## src/sv/tsd_pkg.sv

```systemverilog
package tsd_pkg;

  localparam logic [3:0] CMD_USEC    = 4'd0;
  localparam logic [3:0] CMD_SEC     = 4'd1;
  localparam logic [3:0] CMD_MIN     = 4'd2;
  localparam logic [3:0] CMD_HOUR    = 4'd3;
  localparam logic [3:0] CMD_DAY     = 4'd4;
  localparam logic [3:0] CMD_WEEK    = 4'd5;
  localparam logic [3:0] CMD_MONTH   = 4'd6;
  localparam logic [3:0] CMD_QUARTER = 4'd7;
  localparam logic [3:0] CMD_YEAR    = 4'd8;

  localparam logic [16:0] SECS_PER_DAY  = 17'd86400;
  localparam logic [19:0] USEC_PER_SEC  = 20'd1000000;
  localparam logic [11:0] USEC_SEC_MAX  = 12'd2147;
  localparam logic [3:0]  MONTHS_PER_YR = 4'd12;

  // Reciprocal multipliers: x / N == (x * RECIP_N) >> SHIFT_N over the value
  // range that reaches each one.
  localparam logic [12:0] RECIP_100  = 13'd5243;
  localparam int          SHIFT_100  = 19;
  localparam logic [15:0] RECIP_25   = 16'd41944;
  localparam int          SHIFT_25   = 20;
  localparam logic [23:0] RECIP_7    = 24'd9586981;
  localparam int          SHIFT_7    = 26;
  localparam logic [16:0] RECIP_3600 = 17'd74566;
  localparam int          SHIFT_3600 = 28;
  localparam logic [18:0] RECIP_60   = 19'd279621;
  localparam int          SHIFT_60   = 24;
  localparam logic [18:0] RECIP_3    = 19'd349526;
  localparam int          SHIFT_3    = 20;

  typedef struct packed {
    logic [3:0]  cmd;
    logic [13:0] start_year;
    logic [3:0]  start_month;
    logic [4:0]  start_day;
    logic [16:0] start_time_of_day;
    logic [13:0] end_year;
    logic [3:0]  end_month;
    logic [4:0]  end_day;
    logic [16:0] end_time_of_day;
  } item_t;

  typedef struct packed {
    logic signed [31:0] difference;
    logic               saturated;
  } result_t;

  typedef struct packed {
    logic [22:0]        day_num;
    logic [16:0]        tod;
    logic signed [15:0] year;
    logic [3:0]         month;
    logic [4:0]         day;
  } stamp_t;

  typedef struct packed {
    logic [3:0]  cmd;
    logic        neg;
    logic [22:0] days;
    logic [16:0] secs;
    logic [17:0] months;
    logic [14:0] years;
  } span_t;

  function automatic logic [4:0] month_len(input logic [3:0] month, input logic leap);
    logic [4:0] len;
    case (month) inside
      4'd2: len = leap ? 5'd29 : 5'd28;
      4'd4, 4'd6, 4'd9, 4'd11: len = 5'd30;
      default: len = 5'd31;
    endcase
    return len;
  endfunction

  // Days from March 1 to the first of the month, in a year that starts in March.
  function automatic logic [8:0] cum_days(input logic [3:0] month);
    logic [8:0] d;
    case (month)
      4'd1:    d = 9'd306;
      4'd2:    d = 9'd337;
      4'd3:    d = 9'd0;
      4'd4:    d = 9'd31;
      4'd5:    d = 9'd61;
      4'd6:    d = 9'd92;
      4'd7:    d = 9'd122;
      4'd8:    d = 9'd153;
      4'd9:    d = 9'd184;
      4'd10:   d = 9'd214;
      4'd11:   d = 9'd245;
      4'd12:   d = 9'd275;
      default: d = 9'd0;
    endcase
    return d;
  endfunction

endpackage

```

## src/sv/timestamp_difference_by_unit.sv

```systemverilog
// Gives the signed difference, end minus start, between two date-times in the
// unit selected by cmd, with a saturation flag when it does not fit 32 bits.
// A transaction is taken at every clock edge where start is high; busy is
// always low, so a new pair can be started in every cycle. Each result comes
// out with done high for exactly one cycle, and results leave in the order
// the transactions came in. The receiver cannot stall the pipeline and must
// take each result as it appears. The pipeline consists of the input register,
// two stages of calendar normalization per date-time, two stages of difference
// and borrow, one stage of unit scaling multipliers and the result register.
module timestamp_difference_by_unit (
  input  logic              clk,
  input  logic              rst,
  input  logic              start,
  input  tsd_pkg::item_t    item,
  output logic              busy,
  output logic              done,
  output tsd_pkg::result_t  result
);

  tsd_pkg::item_t  item_q;
  logic            item_v;
  logic [3:0]      cmd_a;
  logic [3:0]      cmd_b;
  logic            v_a;
  logic            v_b;
  tsd_pkg::stamp_t stamp_a;
  tsd_pkg::stamp_t stamp_b;
  logic            span_v;
  tsd_pkg::span_t  span;

  assign busy = 1'b0;

  always_ff @(posedge clk) begin
    if (rst) begin
      item_v <= 1'b0;
      v_a    <= 1'b0;
      v_b    <= 1'b0;
    end else begin
      item_v <= start && !busy;
      v_a    <= item_v;
      v_b    <= v_a;
    end
  end

  always_ff @(posedge clk) begin
    item_q <= item;
    cmd_a  <= item_q.cmd;
    cmd_b  <= cmd_a;
  end

  tsd_stamp u_stamp_a (
    .clk         (clk),
    .year        (item_q.start_year),
    .month       (item_q.start_month),
    .day         (item_q.start_day),
    .time_of_day (item_q.start_time_of_day),
    .stamp       (stamp_a)
  );

  tsd_stamp u_stamp_b (
    .clk         (clk),
    .year        (item_q.end_year),
    .month       (item_q.end_month),
    .day         (item_q.end_day),
    .time_of_day (item_q.end_time_of_day),
    .stamp       (stamp_b)
  );

  tsd_span u_span (
    .clk      (clk),
    .rst      (rst),
    .valid_in (v_b),
    .cmd_in   (cmd_b),
    .stamp_a  (stamp_a),
    .stamp_b  (stamp_b),
    .valid    (span_v),
    .span     (span)
  );

  tsd_scale u_scale (
    .clk      (clk),
    .rst      (rst),
    .valid_in (span_v),
    .span     (span),
    .done     (done),
    .result   (result)
  );

endmodule

```

## src/sv/tsd_stamp.sv

```systemverilog
module tsd_stamp (
  input  logic              clk,
  input  logic [13:0]       year,
  input  logic [3:0]        month,
  input  logic [4:0]        day,
  input  logic [16:0]       time_of_day,
  output tsd_pkg::stamp_t   stamp
);

  logic [3:0]         mm;
  logic signed [15:0] yy;
  logic [15:0]        yp_wide;
  logic [14:0]        yp;
  logic               carry;
  logic [16:0]        tod_n;
  logic signed [5:0]  dd;

  logic signed [15:0] a_yy;
  logic [3:0]         a_mm;
  logic signed [5:0]  a_dd;
  logic [16:0]        a_tod;
  logic [14:0]        a_yp;
  logic [22:0]        a_y365;
  logic [27:0]        a_p100;
  logic [30:0]        a_p25;

  logic [8:0]         q100;
  logic [10:0]        q25;
  logic               div25;
  logic               leap;
  logic [22:0]        base;
  logic [3:0]         prev_m;
  logic [3:0]         next_m;
  logic [4:0]         len_cur;
  logic [4:0]         len_prev;
  tsd_pkg::stamp_t    stamp_next;

  always_comb begin
    if (month == 4'd0) begin
      mm = 4'd12;
      yy = $signed({2'b00, year}) - 16'sd1;
    end else if (month > 4'd12) begin
      mm = month - 4'd12;
      yy = $signed({2'b00, year}) + 16'sd1;
    end else begin
      mm = month;
      yy = $signed({2'b00, year});
    end
  end

  // The year count starts in March, shifted by 400 years to stay positive.
  assign yp_wide = $unsigned(yy) + 16'd400 - {15'd0, (mm <= 4'd2)};
  assign yp      = yp_wide[14:0];
  assign carry   = time_of_day >= tsd_pkg::SECS_PER_DAY;
  assign tod_n   = carry ? time_of_day - tsd_pkg::SECS_PER_DAY : time_of_day;
  assign dd      = $signed({1'b0, day}) - 6'sd1 + $signed({5'd0, carry});

  always_ff @(posedge clk) begin
    a_yy   <= yy;
    a_mm   <= mm;
    a_dd   <= dd;
    a_tod  <= tod_n;
    a_yp   <= yp;
    a_y365 <= 23'(yp) * 23'd365;
    a_p100 <= 28'(yp) * 28'(tsd_pkg::RECIP_100);
    a_p25  <= 31'(yy[14:0]) * 31'(tsd_pkg::RECIP_25);
  end

  assign q100  = a_p100[tsd_pkg::SHIFT_100 +: 9];
  assign q25   = a_p25[tsd_pkg::SHIFT_25 +: 11];
  assign div25 = (15'(q25) * 15'd25) == a_yy[14:0];
  assign leap  = (a_yy[1:0] == 2'b00) && (!div25 || (a_yy[3:0] == 4'd0));

  assign base = a_y365 + {10'd0, a_yp[14:2]} - {14'd0, q100} + {16'd0, q100[8:2]}
              + {14'd0, tsd_pkg::cum_days(a_mm)};

  assign prev_m   = (a_mm == 4'd1) ? 4'd12 : a_mm - 4'd1;
  assign next_m   = (a_mm == 4'd12) ? 4'd1 : a_mm + 4'd1;
  assign len_cur  = tsd_pkg::month_len(a_mm, leap);
  assign len_prev = tsd_pkg::month_len(prev_m, leap);

  always_comb begin
    stamp_next.day_num = base + {{17{a_dd[5]}}, a_dd};
    stamp_next.tod     = a_tod;
    if (a_dd < 6'sd0) begin
      stamp_next.month = prev_m;
      stamp_next.day   = len_prev;
      stamp_next.year  = (a_mm == 4'd1) ? a_yy - 16'sd1 : a_yy;
    end else if ($unsigned(a_dd) >= {1'b0, len_cur}) begin
      stamp_next.month = next_m;
      stamp_next.day   = a_dd[4:0] - len_cur + 5'd1;
      stamp_next.year  = (a_mm == 4'd12) ? a_yy + 16'sd1 : a_yy;
    end else begin
      stamp_next.month = a_mm;
      stamp_next.day   = a_dd[4:0] + 5'd1;
      stamp_next.year  = a_yy;
    end
  end

  always_ff @(posedge clk) begin
    stamp <= stamp_next;
  end

endmodule

```

## src/sv/tsd_span.sv

```systemverilog
module tsd_span (
  input  logic              clk,
  input  logic              rst,
  input  logic              valid_in,
  input  logic [3:0]        cmd_in,
  input  tsd_pkg::stamp_t   stamp_a,
  input  tsd_pkg::stamp_t   stamp_b,
  output logic              valid,
  output tsd_pkg::span_t    span
);

  logic               c_valid;
  logic [3:0]         c_cmd;
  logic signed [23:0] c_days;
  logic signed [17:0] c_secs;
  tsd_pkg::stamp_t    c_a;
  tsd_pkg::stamp_t    c_b;

  logic               neg;
  logic signed [23:0] days_abs;
  logic signed [17:0] secs_abs;
  logic signed [17:0] secs_wrap;
  logic               borrow;
  tsd_pkg::stamp_t    hi;
  tsd_pkg::stamp_t    lo;
  logic signed [16:0] dy;
  logic signed [4:0]  dm;
  logic signed [6:0]  dday;
  tsd_pkg::span_t     span_next;

  always_ff @(posedge clk) begin
    if (rst) begin
      c_valid <= 1'b0;
    end else begin
      c_valid <= valid_in;
    end
  end

  always_ff @(posedge clk) begin
    c_cmd  <= cmd_in;
    c_days <= $signed({1'b0, stamp_b.day_num}) - $signed({1'b0, stamp_a.day_num});
    c_secs <= $signed({1'b0, stamp_b.tod}) - $signed({1'b0, stamp_a.tod});
    c_a    <= stamp_a;
    c_b    <= stamp_b;
  end

  assign neg       = (c_days < 24'sd0) || ((c_days == 24'sd0) && (c_secs < 18'sd0));
  assign days_abs  = neg ? -c_days : c_days;
  assign secs_abs  = neg ? -c_secs : c_secs;
  assign borrow    = secs_abs < 18'sd0;
  assign secs_wrap = secs_abs + $signed({1'b0, tsd_pkg::SECS_PER_DAY});
  assign hi        = neg ? c_a : c_b;
  assign lo        = neg ? c_b : c_a;

  // Calendar difference with borrows: time of day, then day, then month.
  always_comb begin
    dy   = $signed({hi.year[15], hi.year}) - $signed({lo.year[15], lo.year});
    dm   = $signed({1'b0, hi.month}) - $signed({1'b0, lo.month});
    dday = $signed({2'b00, hi.day}) - $signed({2'b00, lo.day}) - $signed({6'd0, borrow});
    if (dday < 7'sd0) begin
      dm = dm - 5'sd1;
    end
    if (dm < 5'sd0) begin
      dm = dm + $signed({1'b0, tsd_pkg::MONTHS_PER_YR});
      dy = dy - 17'sd1;
    end
  end

  always_comb begin
    span_next.cmd    = c_cmd;
    span_next.neg    = neg;
    span_next.days   = days_abs[22:0] - {22'd0, borrow};
    span_next.secs   = borrow ? secs_wrap[16:0] : secs_abs[16:0];
    span_next.months = 18'(dy[14:0]) * 18'(tsd_pkg::MONTHS_PER_YR) + {14'd0, dm[3:0]};
    span_next.years  = dy[14:0];
  end

  always_ff @(posedge clk) begin
    if (rst) begin
      valid <= 1'b0;
    end else begin
      valid <= c_valid;
    end
  end

  always_ff @(posedge clk) begin
    span <= span_next;
  end

endmodule

```

## src/sv/tsd_scale.sv

```systemverilog
module tsd_scale (
  input  logic              clk,
  input  logic              rst,
  input  logic              valid_in,
  input  tsd_pkg::span_t    span,
  output logic              done,
  output tsd_pkg::result_t  result
);

  logic [35:0] p60;
  logic [33:0] p3600;
  logic [46:0] p7;
  logic [36:0] p3;

  logic        e_valid;
  logic [3:0]  e_cmd;
  logic        e_neg;
  logic [22:0] e_days;
  logic [16:0] e_secs;
  logic [39:0] e_sec_hi;
  logic [33:0] e_min_hi;
  logic [27:0] e_hour_hi;
  logic [10:0] e_q60;
  logic [4:0]  e_q3600;
  logic [20:0] e_week;
  logic [16:0] e_quarter;
  logic [31:0] e_usec;
  logic        e_usec_big;
  logic [17:0] e_months;
  logic [14:0] e_years;

  logic [39:0]      mag;
  logic             neg_eff;
  logic             sat;
  logic [31:0]      val;
  tsd_pkg::result_t result_next;

  assign p60   = 36'(span.secs) * 36'(tsd_pkg::RECIP_60);
  assign p3600 = 34'(span.secs) * 34'(tsd_pkg::RECIP_3600);
  assign p7    = 47'(span.days) * 47'(tsd_pkg::RECIP_7);
  assign p3    = 37'(span.months) * 37'(tsd_pkg::RECIP_3);

  always_ff @(posedge clk) begin
    if (rst) begin
      e_valid <= 1'b0;
    end else begin
      e_valid <= valid_in;
    end
  end

  always_ff @(posedge clk) begin
    e_cmd      <= span.cmd;
    e_neg      <= span.neg;
    e_days     <= span.days;
    e_secs     <= span.secs;
    e_sec_hi   <= 40'(span.days) * 40'(tsd_pkg::SECS_PER_DAY);
    e_min_hi   <= 34'(span.days) * 34'd1440;
    e_hour_hi  <= 28'(span.days) * 28'd24;
    e_q60      <= p60[tsd_pkg::SHIFT_60 +: 11];
    e_q3600    <= p3600[tsd_pkg::SHIFT_3600 +: 5];
    e_week     <= p7[tsd_pkg::SHIFT_7 +: 21];
    e_quarter  <= p3[tsd_pkg::SHIFT_3 +: 17];
    e_usec     <= 32'(span.secs[11:0]) * 32'(tsd_pkg::USEC_PER_SEC);
    e_usec_big <= (span.days != 23'd0) || (span.secs > 17'(tsd_pkg::USEC_SEC_MAX));
    e_months   <= span.months;
    e_years    <= span.years;
  end

  always_comb begin
    neg_eff = e_neg;
    unique case (e_cmd)
      tsd_pkg::CMD_USEC:    mag = e_usec_big ? '1 : 40'(e_usec);
      tsd_pkg::CMD_SEC:     mag = e_sec_hi + 40'(e_secs);
      tsd_pkg::CMD_MIN:     mag = 40'(e_min_hi) + 40'(e_q60);
      tsd_pkg::CMD_HOUR:    mag = 40'(e_hour_hi) + 40'(e_q3600);
      tsd_pkg::CMD_DAY:     mag = 40'(e_days);
      tsd_pkg::CMD_WEEK:    mag = 40'(e_week);
      tsd_pkg::CMD_MONTH:   mag = 40'(e_months);
      tsd_pkg::CMD_QUARTER: mag = 40'(e_quarter);
      tsd_pkg::CMD_YEAR:    mag = 40'(e_years);
      default: begin
        mag     = 40'd0;
        neg_eff = 1'b0;
      end
    endcase
  end

  always_comb begin
    if (neg_eff) begin
      sat = mag > 40'h80000000;
      val = sat ? 32'h80000000 : -mag[31:0];
    end else begin
      sat = mag > 40'h7FFFFFFF;
      val = sat ? 32'h7FFFFFFF : mag[31:0];
    end
    result_next.difference = $signed(val);
    result_next.saturated  = sat;
  end

  always_ff @(posedge clk) begin
    if (rst) begin
      done <= 1'b0;
    end else begin
      done <= e_valid;
    end
  end

  always_ff @(posedge clk) begin
    result <= result_next;
  end

endmodule
```

## config.mk

```make
export PLATFORM = sky130hd
export DESIGN_NAME = timestamp_difference_by_unit
export DESIGN_NICKNAME = d
export VERILOG_FILES = /design/src/sv/tsd_pkg.sv /design/src/sv/timestamp_difference_by_unit.sv /design/src/sv/tsd_stamp.sv /design/src/sv/tsd_span.sv /design/src/sv/tsd_scale.sv
export SDC_FILE = /design/constraint.sdc
export NUM_CORES = 2
export LEC_CHECK = 0
export ABC_AREA = 1
export BUFFER_PORTS_ARGS = -buffer_cell sky130_fd_sc_hd__buf_4
export CORE_MARGIN = 3
export CORE_UTILIZATION = 60
export CTS_CLUSTER_SIZE = 30
export DETAILED_ROUTE_END_ITERATION = 8
export GPL_ROUTABILITY_DRIVEN = 0
export GPL_TIMING_DRIVEN = 0
export PLACE_DENSITY = 0.76
export REMOVE_ABC_BUFFERS = 1
export SETUP_SLACK_MARGIN = 0.5
export SYNTH_ARGS = -nofsm -noshare
export SYNTH_HDL_FRONTEND = slang
export SYNTH_HIERARCHICAL = 1
export SYNTH_SLANG_ARGS = --single-unit
```

## constraint.sdc

```tcl
create_clock -name clk -period 15.93 [get_ports clk]
set_input_delay 4.779 -clock clk [delete_from_list [all_inputs] [get_ports clk]]
set_output_delay 4.779 -clock clk [all_outputs]
set_load 0.01 [all_outputs]
```

# Yosys cells after proc, flatten, opt, wreduce, memory -nomap -nowiden
# Memory sizes are Yosys's and may differ from the RTL's. A register that Yosys moved wholly into a read port is not among the register bits.
# Cells that the tools add are included.
totals:
  reg_bits: 950
  rom_bits: 288
  input_bits: 87
  word_cells: 275
  mem_count: 2
memory_table:
  columns: ["memory", "words", "width", "read_ports", "rd_clocked_by_memory_dff", "write_ports", "line", "text"]
  rows:
  - ["(name not given)", 16, 9, 1, 1, 0, "tsd_pkg.sv:80", "case (month)"]
  - ["(name not given)", 16, 9, 1, 1, 0, "tsd_pkg.sv:80", null]
op_classes:
  add_sub_neg: 58
  n_mul: 17
  magnitude_cmp: 18
  eq_ne: 34
  mux: 47
  reduce_logical: 23
ops:
  columns: ["cell", "count"]
  rows:
  - ["one-hot mux 40 bit (9 select lines)", 1]
  - ["two-way mux 24 bit", 6]
  - ["two-way mux 15 bit", 9]
  - ["multiplier 15 x 13 -> 28 bit (second input constant)", 4]
  - ["two-way mux 32 bit", 3]
  - ["two-way mux 17 bit", 3]
  - ["== test 4 x 3 -> 1 bit (second input constant)", 12]
  - ["multiplier 23 x 24 -> 47 bit (second input constant)", 1]
  - ["adder 23 x 13 -> 23 bit", 2]
  - ["adder 23 bit", 2]
  - ["adder 23 x 7 -> 23 bit", 2]
  - ["adder 23 x 9 -> 23 bit", 2]
  - ["multiplier 15 x 9 -> 23 bit (second input constant)", 2]
  - ["subtractor 23 x 9 -> 23 bit", 2]
  - ["subtractor 15 x 2 -> 15 bit (second input constant)", 3]
  - ["== test 4 bit (second input constant)", 11]
  - ["adder 40 x 17 -> 40 bit", 1]
  - ["> comparator 40 x 31 -> 1 bit (second input constant)", 1]
  - ["> comparator 40 x 32 -> 1 bit (second input constant)", 1]
  - ["two-way mux 40 bit", 1]
  - ["< comparator 18 x 1 -> 1 bit (second input constant)", 2]
  - ["multiplier 18 x 18 -> 36 bit (second input constant)", 1]
  - ["two-way mux 4 bit", 9]
  - ["adder 34 x 11 -> 35 bit", 1]
  - ["other kinds (61)", 115]

# Logic depth before layout (Yosys ltp)
depth:
  ltp_word: 12
  depth_mapped: 50

# Modules after synthesis
# Netlist, hierarchy kept.
modules_own_cells:
  columns: ["mod", "n_inst", "cells_each", "area_each_um2", "seq_area_each_um2"]
  rows:
  - ["tsd_scale", 1, 5218, 41207.0, 5445.2]
  - ["tsd_stamp (u_stamp_b)", 1, 2474, 20717.4, 3463.3]
  - ["tsd_stamp (u_stamp_a)", 1, 2482, 20688.6, 3463.3]
  - ["tsd_span", 1, 1291, 9809.4, 3483.3]
  - ["timestamp_difference_by_unit", 1, 103, 1935.6, 1901.8]

# Worst setup path after synthesis
# OpenSTA, ideal clock, no wires.
synth_timing:
  kind: "register to register"
  start: "reg item_q[63] (netlist name)"
  end: "reg u_stamp_a.a_p100[25]"
  setup_ns: 0.123
  t_arrival_ns: 7.234
  path_slack_ns: 8.573
  path_stages_with_launch: 34
  path_buffers: 1
  synth_period_minus_slack_ns: 7.357
  cell_sequence: "dfxtp_1 > inv_1 > ha_1 > nand2_2 > inv_2 > buf_4 > nand4_1 > o22ai_1 > xor2_1 > ha_1 > inv_1 > nand3_1 > nor4_1 > nand2_1 > nand3_1 > xor2_1 > inv_1 > fa_1 > inv_1 > ha_1 > fa_1 > fa_1 > inv_1 > fa_1 > inv_1 > ha_1 > nand2_1 > nor2_1 > inv_1 > nor3_1 > nand4_1 > nand3_1 > a21oi_1 > xor2_1"
synth_via:
  elab_chain_len: 6
  elab_cells_between_ends: 11
synth_rtl:
  columns: ["element", "line", "text"]
  rows:
  - ["start: declaration", "timestamp_difference_by_unit.sv:20", "tsd_pkg::item_t item_q;"]
  - ["start signal: assignment", "timestamp_difference_by_unit.sv:46", "item_q <= item;"]
  - ["> comparator 4 bit", "tsd_stamp.sv:42", "end else if (month > 4'd12) begin"]
  - ["two-way mux 15 bit", "tsd_stamp.sv:42", null]
  - ["two-way mux 15 bit *", "tsd_stamp.sv:39", "if (month == 4'd0) begin"]
  - ["named net u_stamp_a.yy[12]", "tsd_stamp.sv:11", "logic signed [15:0] yy;"]
  - ["adder 15 x 9 -> 15 bit *", "tsd_stamp.sv:52", "assign yp_wide = $unsigned(yy) + 16'd400 - {15'd0, (mm <= 4'd2)};"]
  - ["subtractor 15 x 1 -> 15 bit *", "tsd_stamp.sv:52", null]
  - ["named net u_stamp_a.yp_wide[14]", "tsd_stamp.sv:12", "logic [15:0] yp_wide;"]
  - ["multiplier 15 x 13 -> 28 bit *", "tsd_stamp.sv:65", "a_p100 <= 28'(yp) * 28'(tsd_pkg::RECIP_100);"]
  - ["end signal: assignment", "tsd_stamp.sv:65", null]
  - ["end: declaration", "tsd_stamp.sv:24", "logic [27:0] a_p100;"]
# Mark *: on every way through the listed nets, which the timed path passes. The rest lies on a longest branch.
# A chain may end at the register's enable or synchronous reset.

# Worst setup path in the final report
# Same ends and word-level chain as after synthesis.

==> impl_metrics.yaml <==
run_status:
  outcome: "finished clean"
min_path:
  min_path_type: "reg -> reg"
setup_path:
  critPathSlowestCell: "xor2_1"
  cp_max_fo: 9
  slowest_delay_ns: 0.85
  crit_path_frequent_cell: "inv_1"
  required_ns: 16.58
  cp-end-kind: "flop"
  critPathArrivalTime_ns: 9.74
  worst_setup_path_start_kind: "flop"
  worstSetupPathType: "reg -> reg"
global_routing:
  grt_pass1_wl_um: 391000
  grt_pass1_vias: 77003
  grt_max_degree: 55
  gr-usage-all-layers_pct: 29.9
  gr-total-overflow: 0
  antenna_found_initial: 1
die:
  dieArea_um2: 162000
  io_pins: 122
  core_um2: 155000
  initial_utilization_pct: 60.8
  fp.dieH_um: 402
  rows: 144
  die_w_um: 402
routing:
  drt-initial-drc-count: 6417
  wl_um: 243000
  vias: 76367
  first_pass_iters: 7
  route.detailed.drc: 0
  ant_nets: 0
  wire_per_inst_um: 17.6
  viasPerCell: 5.52
layout:
  drive_gt1_share_pct: 4.22
  stdcell_count: 13826
  syn_to_final_growth_pct: 7.15
  final_util_pct: 65.1
  fill_cells: 12694
  multi_input_area_um2: 66300
  nets: 14343
  seq_area_um2: 17700
logic_synthesis:
  syn-instance-count: 11540
  yosysWarnings: 6
  syn_area_per_cell_um2: 8.16
  netlist_area_um2: 94200
clock_tree:
  postCtsSetupBuffers: 0
  root_buffer: "clkbuf_16"
  cts_tree: "yes"
  cts_num_sinks: 883
  ctsResizeCount: 0
  hold_buffers: 0
  insertion_delay_ns: 0.78
  clkSlewWorstSetupHoldPaths_ns: 0.07
  htreeDepth: 3
  clk_path_buf_depth: 3
  numCtsBuffers: 95
timing:
  fmax_ghz: 0.110
  fin_crit_sh_pct: 57.0
  setup_violations: 0
  slew_headroom_pct: 6.29
  grt_setup_unrepaired: "false"
  period_needed_ns: 9.08
  worst_pin_slew_ns: 1.40
  finalClockSkew_ns: 0.0561
  hold_viol_final: 0
  drv_slew: 0
  final.setup.tns_ns: 0
placement:
  dp_cells: 13647
  io_buffers: 120
  dp_hpwl_um: 203000
flow_run:
  drv_cap: 0
## registers in the layout, indices dropped and copies added, names as in the netlist, 21 cells and up, named ones only
register           count
u_span/c_b            24
u_scale/e_sec_hi      30
u_stamp_b/stamp       64
u_scale/e_week        21
u_span/span           78
u_scale/result        33
u_scale/e_min_hi      27
u_stamp_a/stamp       64
u_span/c_a            24
u_stamp_b/a_y365      22
item_q                84
u_scale/e_hour_hi     24
u_scale/e_usec        23
u_scale/e_days        23
u_stamp_a/a_y365      22
u_span/c_days         24
## critical path: cells and delay by family, from the launching register on
kind	cells	cell delay (ns)
DFF	1	0.42
buffers and inverters	10	1.09
xor gates and xnor gates	3	1.90
AOI/OAI and AO/OA	3	0.49
adders and majority gates	8	3.28
and+or+nand+nor	12	1.76
## cell usage in the layout, fill, tap and decap left out, drive strengths merged, types with 23 or more instances in the layout
cell	n
a21o	51
o21bai	39
ha	1666
nor4	33
buf	128
fa	889
nor2	805
nand2	1874
nor3	132
nand4	143
a21oi	514
xor2	369
a31oi	47
o31ai	23
inv	2620
dfxtp	883
nand3	619
clkinv	34
xnor2	161
nand3b	27
o21a	25
o21ai	386
o211ai	30
clkbuf	112
## per-layer routing
metal	vias up	share of wire, %	track usage, %
met3	713	7.1	4.48
met1	35768	41	38.2
li1	36801	-	-
met4	2	5.4	14.3
met2	3083	46	49.9
met5	-	0.0045	0
## area by class of cell
type | count | area share, %
Multi-Input combinational cell | 7981 | 65.8
Sequential cell | 883 | 17.5
Inverter | 2612 | 9.72
Tap cell | 2044 | 2.53
Clock buffer | 112 | 2.49
Timing Repair Buffer | 128 | 0.997
Clock inverter | 65 | 0.980
Antenna cell | 1 | 0.00248
## metrics by stage
step,area [µm²],worst slack (ns),hold slack [ns]
2_1_floorplan,93800,8.52,0.310
3_5_place_dp,97400,6.61,0.312
6_report,101000,6.85,0.322
3_3_place_gp,97300,6.81,0.312
4_1_cts,101000,6.55,0.324
5_1_grt,101000,6.21,0.329
## worst paths after layout
check | startpoint | to | slack (ns) | depth (start not counted)
setup reg to reg | item_q[63] | u_stamp_a/a_p100[25] | 6.85 | 36
hold reg to reg | u_span/span[75] | u_scale/e_cmd[1] | 0.32 | 0
setup / recovery | item_q[63] | u_stamp_a/a_p100[25] | 6.85 | 36
hold / removal | u_span/span[75] | u_scale/e_cmd[1] | 0.32 | 0
Power is not shown: default switching activity piles up to over one toggle a cycle in this logic, so the estimate is an artifact.
